### config.mk
export PLATFORM = sky130hd
export DESIGN_NAME = sorted_record_key_scanner
export DESIGN_NICKNAME = d
export VERILOG_FILES = /design/src/srks_pkg.sv /design/src/srks_key_mem.sv /design/src/srks_parser.sv /design/src/sorted_record_key_scanner.sv
export SDC_FILE = /design/constraint.sdc
export NUM_CORES = 1
export LEC_CHECK = 0
export BUFFER_PORTS_ARGS = -buffer_cell sky130_fd_sc_hd__buf_2
export CAP_MARGIN = 10
export CORE_MARGIN = 2
export CORE_UTILIZATION = 35
export CTS_CLUSTER_SIZE = 24
export DETAILED_ROUTE_END_ITERATION = 10
export PLACE_DENSITY = 0.48
export RECOVER_POWER = 100
export SLEW_MARGIN = 15
export SYNTH_ARGS = -nofsm -noshare
export SYNTH_HDL_FRONTEND = slang
export SYNTH_SLANG_ARGS = --single-unit
### constraint.sdc
create_clock -name clk -period 4.94 [get_ports clk]
set_clock_uncertainty 0.15 [all_clocks]
set_input_delay 0.988 -clock clk [delete_from_list [all_inputs] [get_ports clk]]
set_output_delay 0.988 -clock clk [all_outputs]
set_load 0.02 [all_outputs]
### src/srks_pkg.sv
// ----------------------------------------------------------------------------
// srks_pkg: shared types and constants of the sorted record key scanner.
// Holds the item formats, the parse phases, the comparison codes and the
// sizes of the target key store.
// ----------------------------------------------------------------------------
package srks_pkg;

  // Longest target key that is kept; later key bytes are dropped.
  localparam int MAX_KEY_LEN = 64;
  localparam int KEY_AW      = $clog2(MAX_KEY_LEN);
  localparam int TLEN_W      = $clog2(MAX_KEY_LEN + 1);

  // Configuration port: byte address width and register indexes.
  localparam int CFG_AW = 3;
  localparam logic REG_TOMBSTONE = 1'b0;
  localparam logic [7:0] TOMBSTONE_RST = 8'd1;

  // Operation codes of an input item.
  typedef enum logic [1:0] {
    OP_START = 2'd0,
    OP_KEY   = 2'd1,
    OP_DATA  = 2'd2
  } op_e;

  // Result status codes.
  typedef enum logic [1:0] {
    ST_FOUND     = 2'd0,
    ST_DELETED   = 2'd1,
    ST_NOTFOUND  = 2'd2,
    ST_MALFORMED = 2'd3
  } status_e;

  // Position within a record.
  typedef enum logic [2:0] {
    PH_KLEN  = 3'd0,
    PH_KEY   = 3'd1,
    PH_TYPE  = 3'd2,
    PH_VLEN  = 3'd3,
    PH_VALUE = 3'd4,
    PH_SKIP  = 3'd5
  } phase_e;

  // Outcome of the key comparison so far.
  typedef enum logic [1:0] {
    CMP_EQ  = 2'd0,
    CMP_LT  = 2'd1,
    CMP_GT  = 2'd2,
    CMP_DEL = 2'd3
  } cmp_e;

  typedef struct packed {
    logic [1:0] operation;
    logic [7:0] data_byte;
    logic       block_end;
  } in_item_t;

  typedef struct packed {
    status_e    status;
    logic [7:0] value_byte;
    logic       has_byte;
    logic       final_result;
  } out_item_t;

  // Write port of the target key store.
  typedef struct packed {
    logic              en;
    logic [KEY_AW-1:0] addr;
    logic [7:0]        data;
  } key_wr_t;

endpackage

### src/srks_key_mem.sv
// ----------------------------------------------------------------------------
// srks_key_mem: target key store.
// One write port and one read port with registered read data; a write to the
// address being read is passed straight to the read register.
// ----------------------------------------------------------------------------
module srks_key_mem
  import srks_pkg::*;
(
  input  logic              clk,
  input  key_wr_t           wr,
  input  logic [KEY_AW-1:0] rd_addr,
  output logic [7:0]        rd_data
);

  logic [7:0] mem [MAX_KEY_LEN];
  logic [7:0] rd_data_r;

  // Key byte write.
  always_ff @(posedge clk) begin
    if (wr.en) begin
      mem[wr.addr] <= wr.data;
    end
  end

  // Registered read, new data first when both ports meet.
  always_ff @(posedge clk) begin
    if (wr.en && (wr.addr == rd_addr)) begin
      rd_data_r <= wr.data;
    end else begin
      rd_data_r <= mem[rd_addr];
    end
  end

  assign rd_data = rd_data_r;

endmodule

### src/srks_parser.sv
// ----------------------------------------------------------------------------
// srks_parser: record parser and key comparator.
// Takes one item per enabled cycle, updates the parse state and produces at
// most one result. The target byte for the current key position is read
// from the key store ahead of its use, through the registered read port.
// ----------------------------------------------------------------------------
module srks_parser
  import srks_pkg::*;
(
  input  logic              clk,
  input  logic              rst_n,
  input  logic              en,
  input  in_item_t          item,
  input  logic [7:0]        tombstone,
  input  logic [7:0]        key_rd_data,
  output key_wr_t           key_wr,
  output logic [KEY_AW-1:0] key_rd_addr,
  output logic              res_vld,
  output out_item_t         res,
  output logic              search_done
);

  logic [TLEN_W-1:0] tlen_r, tlen_nxt;
  phase_e            phase_r, phase_nxt;
  logic [1:0]        fbc_r, fbc_nxt;
  logic [31:0]       rkl_r, rkl_nxt;
  logic [31:0]       rvl_r, rvl_nxt;
  logic [31:0]       bc_r, bc_nxt;
  cmp_e              cmp_r, cmp_nxt;
  logic              done_r, done_nxt;
  logic              started_r, started_nxt;

  logic        data_op;
  logic [31:0] byte_ins;
  logic [31:0] rkl_full;
  logic [31:0] rvl_full;
  logic [31:0] bc_inc;
  logic [31:0] tlen_ext;
  logic        tgt_hit;
  cmp_e        cmp_key;

  // Shared terms.
  assign data_op  = en && (item.operation == OP_DATA) && !done_r;
  assign byte_ins = {24'h0, item.data_byte} << {fbc_r, 3'b000};
  assign rkl_full = rkl_r | byte_ins;
  assign rvl_full = rvl_r | byte_ins;
  assign bc_inc   = bc_r + 32'd1;
  assign tlen_ext = {{(32-TLEN_W){1'b0}}, tlen_r};
  assign tgt_hit  = (bc_r < tlen_ext) && (bc_r < 32'(MAX_KEY_LEN));

  // Comparison of one record key byte with the stored target byte.
  always_comb begin
    cmp_key = cmp_r;
    if (cmp_r == CMP_EQ) begin
      if (tgt_hit) begin
        if (item.data_byte < key_rd_data) begin
          cmp_key = CMP_LT;
        end else if (item.data_byte > key_rd_data) begin
          cmp_key = CMP_GT;
        end
      end else begin
        cmp_key = CMP_GT;
      end
    end
  end

  // Next state.
  always_comb begin
    tlen_nxt    = tlen_r;
    phase_nxt   = phase_r;
    fbc_nxt     = fbc_r;
    rkl_nxt     = rkl_r;
    rvl_nxt     = rvl_r;
    bc_nxt      = bc_r;
    cmp_nxt     = cmp_r;
    started_nxt = started_r;
    key_wr      = '0;
    if (en) begin
      unique case (item.operation)
        OP_START: begin
          tlen_nxt    = '0;
          phase_nxt   = PH_KLEN;
          fbc_nxt     = '0;
          rkl_nxt     = '0;
          rvl_nxt     = '0;
          bc_nxt      = '0;
          cmp_nxt     = CMP_EQ;
          started_nxt = 1'b0;
        end
        OP_KEY: begin
          if (!done_r && !started_r && (tlen_r < TLEN_W'(MAX_KEY_LEN))) begin
            key_wr.en   = 1'b1;
            key_wr.addr = tlen_r[KEY_AW-1:0];
            key_wr.data = item.data_byte;
            tlen_nxt    = tlen_r + TLEN_W'(1);
          end
        end
        OP_DATA: begin
          if (!done_r) begin
            started_nxt = 1'b1;
            unique case (phase_r)
              PH_KLEN: begin
                rkl_nxt = rkl_full;
                if (fbc_r != 2'd3) begin
                  fbc_nxt = fbc_r + 2'd1;
                end else begin
                  fbc_nxt = '0;
                  bc_nxt  = '0;
                  if (rkl_full == 32'd0) begin
                    if (tlen_r != '0) begin
                      cmp_nxt = CMP_LT;
                    end
                    phase_nxt = PH_TYPE;
                  end else begin
                    phase_nxt = PH_KEY;
                  end
                end
              end
              PH_KEY: begin
                cmp_nxt = cmp_key;
                bc_nxt  = bc_inc;
                if (bc_inc == rkl_r) begin
                  if ((cmp_key == CMP_EQ) && (rkl_r < tlen_ext)) begin
                    cmp_nxt = CMP_LT;
                  end
                  phase_nxt = PH_TYPE;
                end
              end
              PH_TYPE: begin
                if ((cmp_r == CMP_EQ) && (item.data_byte == tombstone)) begin
                  cmp_nxt = CMP_DEL;
                end
                phase_nxt = PH_VLEN;
                fbc_nxt   = '0;
              end
              PH_VLEN: begin
                rvl_nxt = rvl_full;
                if (fbc_r != 2'd3) begin
                  fbc_nxt = fbc_r + 2'd1;
                end else begin
                  fbc_nxt = '0;
                  bc_nxt  = '0;
                  // A deleted or greater key ends the search through done.
                  if (cmp_r == CMP_EQ) begin
                    phase_nxt = PH_VALUE;
                  end else if (cmp_r == CMP_LT) begin
                    if (rvl_full == 32'd0) begin
                      phase_nxt = PH_KLEN;
                      rkl_nxt   = '0;
                      rvl_nxt   = '0;
                      cmp_nxt   = CMP_EQ;
                    end else begin
                      phase_nxt = PH_SKIP;
                    end
                  end
                end
              end
              PH_VALUE: begin
                bc_nxt = bc_inc;
              end
              PH_SKIP: begin
                bc_nxt = bc_inc;
                if (bc_inc == rvl_r) begin
                  phase_nxt = PH_KLEN;
                  fbc_nxt   = '0;
                  rkl_nxt   = '0;
                  rvl_nxt   = '0;
                  bc_nxt    = '0;
                  cmp_nxt   = CMP_EQ;
                end
              end
              default: begin
                phase_nxt = PH_KLEN;
              end
            endcase
          end
        end
        default: begin
        end
      endcase
    end
  end

  // Result of the current item.
  always_comb begin
    res_vld          = 1'b0;
    res.status       = ST_MALFORMED;
    res.value_byte   = 8'h00;
    res.has_byte     = 1'b0;
    res.final_result = 1'b1;
    if (data_op) begin
      unique case (phase_r) inside
        PH_KLEN, PH_KEY, PH_TYPE: begin
          res_vld = item.block_end;
        end
        PH_VLEN: begin
          if (fbc_r != 2'd3) begin
            res_vld = item.block_end;
          end else if (cmp_r == CMP_DEL) begin
            res_vld    = 1'b1;
            res.status = ST_DELETED;
          end else if (cmp_r == CMP_GT) begin
            res_vld    = 1'b1;
            res.status = ST_NOTFOUND;
          end else if (cmp_r == CMP_EQ) begin
            if (rvl_full == 32'd0) begin
              res_vld    = 1'b1;
              res.status = ST_FOUND;
            end else begin
              res_vld = item.block_end;
            end
          end else begin
            // Smaller key: an empty value closes the record here.
            res_vld = item.block_end;
            if (rvl_full == 32'd0) begin
              res.status = ST_NOTFOUND;
            end
          end
        end
        PH_VALUE: begin
          res_vld = 1'b1;
          if (bc_inc == rvl_r) begin
            res.status     = ST_FOUND;
            res.value_byte = item.data_byte;
            res.has_byte   = 1'b1;
          end else if (!item.block_end) begin
            res.status       = ST_FOUND;
            res.value_byte   = item.data_byte;
            res.has_byte     = 1'b1;
            res.final_result = 1'b0;
          end
        end
        PH_SKIP: begin
          res_vld = item.block_end;
          if (bc_inc == rvl_r) begin
            res.status = ST_NOTFOUND;
          end
        end
        default: begin
          res_vld = item.block_end;
        end
      endcase
    end
  end

  // A final result closes the search; a start opens a new one.
  always_comb begin
    done_nxt = done_r;
    if (en && (item.operation == OP_START)) begin
      done_nxt = 1'b0;
    end else if (res_vld && res.final_result) begin
      done_nxt = 1'b1;
    end
  end

  // Parse state registers.
  always_ff @(posedge clk) begin
    if (!rst_n) begin
      tlen_r    <= '0;
      phase_r   <= PH_KLEN;
      fbc_r     <= '0;
      rkl_r     <= '0;
      rvl_r     <= '0;
      bc_r      <= '0;
      cmp_r     <= CMP_EQ;
      done_r    <= 1'b1;
      started_r <= 1'b0;
    end else begin
      tlen_r    <= tlen_nxt;
      phase_r   <= phase_nxt;
      fbc_r     <= fbc_nxt;
      rkl_r     <= rkl_nxt;
      rvl_r     <= rvl_nxt;
      bc_r      <= bc_nxt;
      cmp_r     <= cmp_nxt;
      done_r    <= done_nxt;
      started_r <= started_nxt;
    end
  end

  // The read port follows the key position of the next cycle.
  assign key_rd_addr = bc_nxt[KEY_AW-1:0];
  assign search_done = done_r;

endmodule

### src/sorted_record_key_scanner.sv
// ----------------------------------------------------------------------------
// sorted_record_key_scanner: looks up one target key in a sorted data block.
// A search starts with a start item, takes the target key bytes and then the
// block bytes, and answers found (with the value bytes), deleted, not found
// or malformed.
//
//   Port group   Direction  Handshake            Payload
//   in_*         in         in_valid / in_stall  in_item (in_item_t)
//   out_*        out        out_valid/out_stall  out_item (out_item_t)
//   APB          in/out     psel, penable        paddr, pwdata, prdata
//
// One item is taken per cycle, sustained while the output is not stalled.
// An item passes an input register and the parser, and its result is then
// held in the output register; the key store is read ahead of its use, so
// it adds nothing on that path.
// Reset is synchronous and active low; no clearing pass is needed.
// A stalled output holds its item and stalls the input register behind it.
// ----------------------------------------------------------------------------
module sorted_record_key_scanner
  import srks_pkg::*;
(
  input  logic              clk,
  input  logic              rst_n,
  input  logic              in_valid,
  output logic              in_stall,
  input  in_item_t          in_item,
  output logic              out_valid,
  input  logic              out_stall,
  output out_item_t         out_item,
  input  logic              psel,
  input  logic              penable,
  input  logic              pwrite,
  input  logic [CFG_AW-1:0] paddr,
  input  logic [31:0]       pwdata,
  output logic [31:0]       prdata,
  output logic              pready
);

  logic              in_vld_r;
  in_item_t          in_r;
  logic              out_vld_r;
  out_item_t         out_r;
  logic [7:0]        tomb_r;
  logic              adv;
  logic              proc_en;
  key_wr_t           key_wr;
  logic [KEY_AW-1:0] key_rd_addr;
  logic [7:0]        key_rd_data;
  logic              res_vld;
  out_item_t         res;
  logic              search_done;

  // Configuration register.
  assign pready = 1'b1;
  always_ff @(posedge clk) begin
    if (!rst_n) begin
      tomb_r <= TOMBSTONE_RST;
    end else if (psel && penable && pwrite && (paddr[2] == REG_TOMBSTONE)) begin
      tomb_r <= pwdata[7:0];
    end
  end
  assign prdata = (paddr[2] == REG_TOMBSTONE) ? {24'h0, tomb_r} : 32'h0;

  // Handshake: the stage advances whenever the output register can take.
  assign adv      = !out_vld_r || !out_stall;
  assign proc_en  = in_vld_r && adv;
  assign in_stall = in_vld_r && !adv;

  // Input register.
  always_ff @(posedge clk) begin
    if (!rst_n) begin
      in_vld_r <= 1'b0;
    end else if (!in_stall) begin
      in_vld_r <= in_valid;
    end
  end
  always_ff @(posedge clk) begin
    if (in_valid && !in_stall) begin
      in_r <= in_item;
    end
  end

  srks_key_mem u_key_mem (
    .clk     (clk),
    .wr      (key_wr),
    .rd_addr (key_rd_addr),
    .rd_data (key_rd_data)
  );

  srks_parser u_parser (
    .clk         (clk),
    .rst_n       (rst_n),
    .en          (proc_en),
    .item        (in_r),
    .tombstone   (tomb_r),
    .key_rd_data (key_rd_data),
    .key_wr      (key_wr),
    .key_rd_addr (key_rd_addr),
    .res_vld     (res_vld),
    .res         (res),
    .search_done (search_done)
  );

  // Result register.
  always_ff @(posedge clk) begin
    if (!rst_n) begin
      out_vld_r <= 1'b0;
    end else if (adv) begin
      out_vld_r <= res_vld;
    end
  end
  always_ff @(posedge clk) begin
    if (adv && res_vld) begin
      out_r <= res;
    end
  end

  assign out_valid = out_vld_r;
  assign out_item  = out_r;

  // A held input item stays put while the output is blocked.
  a_in_hold: assert property (@(posedge clk) disable iff (!rst_n)
    (in_vld_r && !adv) |=> (in_vld_r && $stable(in_r)))
    else $error("input register changed while blocked");

  // A value byte is only ever carried by a found result.
  a_byte_found: assert property (@(posedge clk) disable iff (!rst_n)
    (out_vld_r && out_r.has_byte) |-> (out_r.status == ST_FOUND))
    else $error("value byte on a result that is not found");

  // A final result closes the search.
  a_final_done: assert property (@(posedge clk) disable iff (!rst_n)
    (res_vld && res.final_result) |=> search_done)
    else $error("search still open after its final result");

  // No result appears without an item being worked on.
  a_res_src: assert property (@(posedge clk) disable iff (!rst_n)
    res_vld |-> proc_en)
    else $error("result without an item in the stage");

endmodule
# Yosys cells after proc, flatten, opt, wreduce, memory -nomap -nowiden
# Memory sizes are Yosys's and may differ from the RTL's. A register that Yosys moved wholly into a read port is not among the register bits.
# Cells that the tools add are included.
[classes] addsub=3 order_cmp=6 n_eq_ne=34 n_shift=1 n_mux=86 bitwise_logic=3 n_reduce_logical=44
[op_table] op="$mux W32" count=14
[op_table] op="$pmux W32 S2" count=4
[op_table] op="$pmux W32 S3" count=2
[op_table] op="$eq A32 B32 Y1" count=2
[op_table] op="$logic_not A32 Y1" count=2
[op_table] op="$lt A32 B7 Y1" count=2
[op_table] op="$or A32 B32 Y32" count=2
[op_table] op="$mux W2" count=24
[op_table] op="$mux W15" count=3
[op_table] op="$ne A3 B3 Y1 const B" count=12
[op_table] op="$add A32 B1 Y32 const B" count=1
[op_table] op="$lt A32 B7 Y1 const B" count=1
[op_table] op="$shl A8 B5 Y32" count=1
[op_table] op="$mux W3" count=8
[op_table] op="$pmux W3 S6" count=1
[op_table] op="$reduce_and A9 Y1" count=2
[op_table] op="$logic_and A1 B1 Y1" count=16
[op_table] op="$mux W1" count=16
[op_table] op="$ne A4 B4 Y1 const B" count=4
[op_table] op="$reduce_and A5 Y1" count=3
[op_table] op="$pmux W7 S2" count=1
[op_table] op="$reduce_and A13 Y1" count=1
[op_table] op="$mux W12" count=1
[op_table] op="$pmux W2 S3" count=2
[op_table] op="32 further kinds" count=52
[totals] register_bits=145 mem_bits_rw=512 output_inout_bits=47 word_cells=198 mem_count=1
[memory_table] name="u_key_mem.mem" depth=64 width=8 read_ports=1 rd_clocked_by_memory_dff=1 wr=1 line="srks_key_mem.sv:15" rtl="logic [7:0] mem [MAX_KEY_LEN];"

# Logic depth before layout (Yosys ltp)
[depth] word_depth=13 ltp_mapped=17 ltp_nobuf=15

# Hierarchy
# Synthesis repeated with hierarchy kept, for this count alone.
[hier_totals] cells_unflattened=2211 hier_area_um2=30095.1
[modules_own_cells] mod="srks_key_mem" instances=1 cells_per_inst=970 area_each_um2=20150.6 seq_area_each_um2=15494.9
[modules_own_cells] mod="srks_parser" instances=1 cells_per_inst=1138 area_each_um2=8565.7 seq_area_each_um2=2242.2
[modules_own_cells] mod="sorted_record_key_scanner" instances=1 cells_per_inst=103 area_each_um2=1378.8 seq_area_each_um2=890.9

# Least setup slack after synthesis
# No wires, ideal clock.
[synth_timing] path_type="flip-flop to flip-flop" startpoint="register (tool-made name)" endpoint="register u_parser.cmp_r[0]" t_arrival_ps=4081 required_ps=4676 slack_ps=595 path_stages_with_launch=17 period_less_slack_ps=4345 cell_sequence="dfxtp_1 clkbuf_1 buf_1 mux4_2 mux4_2 mux4_2 ha_1 nor2b_1 o211ai_1 a21oi_1 nor3_1 nor2_1 a2bb2oi_1 nor2_1 a21o_1 a21oi_1 nor2_1"
[synth_rtl] item="to (signal assigned)" line="srks_parser.sv:275" rtl="cmp_r <= cmp_nxt;"
[synth_rtl] item="to (decl)" line="srks_parser.sv:29" rtl="cmp_e cmp_r, cmp_nxt;"

# Worst setup path after layout
[layout_timing] startpoint="register u_parser.bc_r[1]" endpoint="register u_parser.bc_r[14]"
[layout_via] elab_chain_cells=6
[layout_rtl] item="from (decl)" line="srks_parser.sv:28" rtl="logic [31:0] bc_r, bc_nxt;"
[layout_rtl] item="from (signal assigned)" line="srks_parser.sv:274" rtl="bc_r <= bc_nxt;"
[layout_rtl] item="$add A32 B1 Y32 *" line="srks_parser.sv:47" rtl="assign bc_inc = bc_r + 32'd1;"
[layout_rtl] item="$eq A32 B32 Y1" line="srks_parser.sv:163" rtl="if (bc_inc == rvl_r) begin"
[layout_rtl] item="$mux W32" line="srks_parser.sv:163"
[layout_rtl] item="$pmux W32 S3 *" line="srks_parser.sv:101" rtl="unique case (phase_r)"
[layout_rtl] item="$mux W32 *" line="srks_parser.sv:99" rtl="if (!done_r) begin"
[layout_rtl] item="$pmux W32 S2 *" line="srks_parser.sv:79" rtl="unique case (item.operation)"
# Mark *: on every way between the ends. The rest lies on a longest branch, timed or not. The select of a mux whose other input is x is not followed.
# A chain may end at the register's enable or synchronous reset.

==> summary.txt <==
Global route
  • Met1 Usage GRT: about 28%
  • Met3 Resource Use GR: between 2 and 3%
  • Vias in the first global route: 18978
  • Antenna violations before repair: 2
  • Largest net degree at the start of global routing: 65
  • Grt peak-use layer: met2
  • Global Route Usage Sum: 19.7%
  • Gr ovfl total: 0
  • GR Layer Usage met2: ~32%
  • First-pass GRT wire length: ~130000 µm

Synth
  • Post-Syn Instances: between 2000 and 2500
  • Synth area leader: edfxtp_1
  • Synth Area in XOR/XNOR: 2.43%
  • Synthesized cell area: about 30000 µm²
  • Main combinational cell family by area after synthesis: multiplexers
  • Simple-gate portion of the synthesized area: 11.2%
  • Post-synthesis adder-cell area fraction: 1.00%
  • Post-synth top cells: 535 x edfxtp_1, 180 x nor2_1, 168 x mux4_2
  • Top cells by area, synth: edfxtp_1 54%, mux4_2 13%, dfxtp_1 8.6%
  • Yosys warns: 0
  • Sequential fraction of the synthesis area: 62.2%
  • Compound-gate portion of the synthesized area: under 10%
  • Synth top area share: 53.6%
  • Ys async rst share: 0%
  • Ys flop type: edfxtp_1
  • EDFF count, synth: around 540
  • Count leader, synth: edfxtp_1
  • Post-synthesis mux area share: approximately an eighth
  • Mapped Avg Cell Area: around 14 µm²
  • Synth Register Bits: roughly 660
  • Count of different cell masters after synthesis: around 90

Worst hold path
  • Hold endpoint: tomb_r[7]
  • Hold_sp: tomb_r[7]
  • Hold crit path type: flop to flop
  • Worst Hold Path Cells: 2

Floorplanning
  • DIE WIDTH: 297 µm
  • DIE AREA: a little under 90000 µm²
  • Core box area: between 80000 and 90000 µm²
  • Die Ht: approximately 300 µm
  • Initial core utilization: roughly a third
  • I/O Pins: 100
  • Row count: approximately 110

Layout
  • N_diodes: 0
  • Area grow syn2layout: 15.5%
  • FILL cells: just under 8000
  • Multi-input logic area: ~10000 µm²
  • Register area: 18600 µm²
  • Final cell count without fillers: between 3000 and 4000
  • Layout Nets: approximately 2300
  • Share of layout cells above drive strength 1: between 10% and 20%

Timing
  • Post-layout minimum cycle time: between 4000 and 5000 ps
  • Max-slew violation count: 134
  • Worst-Margin Slew: between 1500 and 2000 ps
  • Maximum clock rate: ~0.22 GHz
  • Final hold vios: 0
  • Setup TNS: 0 ps
  • Period utilization: approximately nine tenths
  • Rel. slew slack: -31.6%
  • Hold_ws: roughly 350 ps
  • Final setup viols: 0
  • RSZ-0062 raised after global routing: no

Pwr
  • Cell Pwr Density: around 350 nW/µm²
  • IR drop worst, VDD: around 0.25 mV
  • Switching share of power: 20.6%
  • Total chip power: ~12 mW
  • Part of the power in combinational logic: approximately 1.5%
  • Sw Pwr: about 2.5 mW
  • Leakage power: 10.8 nW
  • Design internal power: approximately 9.6 mW
  • Flop pwr share: about half
  • Clk pwr share: ~50%

Setup path
  • Worst R2R Setup Slack: between 400 and 500 ps
  • Top Family by Delay on Critical Path: simple AND/OR/NAND/NOR gates
  • Critical Path Fanout Max: 11
  • Most used cell, CP: a21o_1
  • Crit-path slowest cell: nor4bb_1
  • CP max stage delay: between 400 and 500 ps
  • Worst path depth: 15
  • Crit-path cells: ha_1, buf_4, inv_1, clkbuf_1, or3_1, or2_0, xor2_1, a21o_1, nor4bb_1, buf_4, a41oi_1, and3_1, clkbuf_1, a21o_1, a21o_1
  • Worst Setup End Kind: flop
  • Critical path type: flop to flop
  • R2r startpoint: u_parser.bc_r[1]
  • Arr. time, crit path: just under 5000 ps
  • R2R depth: 15
  • WP data required: around 5300 ps
  • Startpoint Class: flop
  • Worst R2R End: u_parser.bc_r[14]
  • Crit path buf inv count: 5

Clocking
  • Clk_lat worst skew: about 630 ps
  • H-tree depth: 3
  • Clk slew on worst S/H paths: roughly 60 ps
  • Max Root-Sink Buffers: 3
  • Postcts setup bufs: 0
  • Root cell of the clock tree: clkbuf_16
  • Hold Buf Count CTS: 0
  • CTS sink cnt: ~660
  • CTS tree: done
  • Post-cts resize count: 0
  • Inserted Clock Buffers: 75

Outcome
  • Failing checks: capacitance limit, slew limit
  • Outcome: finished with violations

Placement
  • Port bufs: 48
  • Final Wtd Congestion: 0.937
  • Cell Count Post-Placement: 3277
  • Detailed placement HPWL: ~61000 µm

Drt
  • Via/cell ratio: about 5.5
  • 1st-iter DRT viols: between 1500 and 2000
  • Antenna viol nets, final: 0
  • WL final: 86200 µm
  • Drt drc: 0
  • Total number of vias: about 19000
  • DRT Pass-1 Iters: 5
  • Wirelength per Cell: around 25 µm

Job
  • Max cap viols: 5
stage by stage:
stage          setup slack, ps  util, %  area, µm²
2_1_floorplan              595        -      30100
3_3_place_gp               462     38.0      32300
3_5_place_dp               529     38.0      32300
4_1_cts                    508     41.1      34900
5_1_grt                    137     40.7      34600
6_report                   401     40.7      34600
power groups by stage:
stage                     Sequential, mW  Clock (mW)  Combinational, mW
after CTS                           5.99        6.03              0.178
after global placement              6.11           0              0.175
after detailed placement            6.11           0              0.178
after global routing                5.99        6.22              0.191
after floorplan                     6.09           0              0.127
final                               5.99        5.89              0.176
layout make-up:
cell class | instances | share of cell area, %
clock inverter | 46 | 1.70
clock buffer | 93 | 5.92
inverter | 37 | 0.401
multi-input combinational | 1232 | 30.3
tap | 1144 | 4.14
sequential | 663 | 53.9
timing repair buffer | 201 | 3.72
how the worst max path moves through the flow:
stage | to | slack, ps | start
finish | u_parser.bc_r[14] | 400 | u_parser.bc_r[1]
global route | u_parser.bc_r[21] | 140 | u_parser.bc_r[1]
CTS | u_parser.cmp_r[1] | 510 | flop
detailed placement | u_parser.cmp_r[1] | 530 | flop
global placement | u_parser.cmp_r[0] | 460 | flop
floorplan | u_parser.cmp_r[0] | 600 | flop
sequential cells by signal, summed over array words and instances (netlist names), named ones only:
register,count
u_parser.started_r,1
u_parser.search_done,1
tomb_r,8
out_valid,1
out_item,12
u_parser.phase_r,3
in_r,11
u_key_mem.mem,512
u_parser.rvl_r,32
u_parser.rkl_r,32
in_vld_r,1
u_parser.bc_r,32
u_parser.tlen_r,7
u_parser.fbc_r,2
u_parser.cmp_r,2
kinds of logic after synthesis:
group / after synthesis
adder cells (fa/ha/maj): 24
other: 2
multiplexers: 178
buffers and inverters: 204
AND/OR/NAND/NOR: 630
AO/OA/AOI/OAI: 295
flip-flops: 663
XOR/XNOR: 80
layout by cell type (no fill, tap or decap), types with 12 or more instances in the layout:
cell type and count:
buf_2 24, clkbuf_1 93, nand2b_1 14, buf_12 13, and2_0 17, xnor2_1 46, buf_4 75, and3_1 12
nand3_1 56, a21o_1 23, clkbuf_16 78, nand4_1 46, xor2_1 32, nand2_1 90, clkinv_1 12, conb_1 25
nor2b_1 34, nor3_1 48, inv_1 36, nor2_1 178, nor4_1 46, mux4_2 168, a21oi_1 47, or3_1 16
a41oi_1 30, o21ai_0 46, edfxtp_1 535, dfxtp_1 125, ha_1 24, a31oi_1 46
worst reg2reg max path: stages, from the launching register on:
cell and delay (ps):
dfxtp_1 420, ha_1 180, buf_4 180, inv_1 210, clkbuf_1 220, or3_1 420, or2_0 390, xor2_1 220
a21o_1 210, nor4bb_1 480, buf_4 200, a41oi_1 150, and3_1 250, clkbuf_1 300, a21o_1 260, a21o_1 170
layer usage:
| layer | up-vias | share of wire (%) |
|---|---|---|
| li1 | 8448 | - |
| met1 | 9678 | 45 |
| met2 | 562 | 48 |
| met3 | 125 | 5.0 |
| met4 | 0 | 2.3 |
| met5 | - | 0 |
Note: power is estimated with default switching activity, not from simulation.
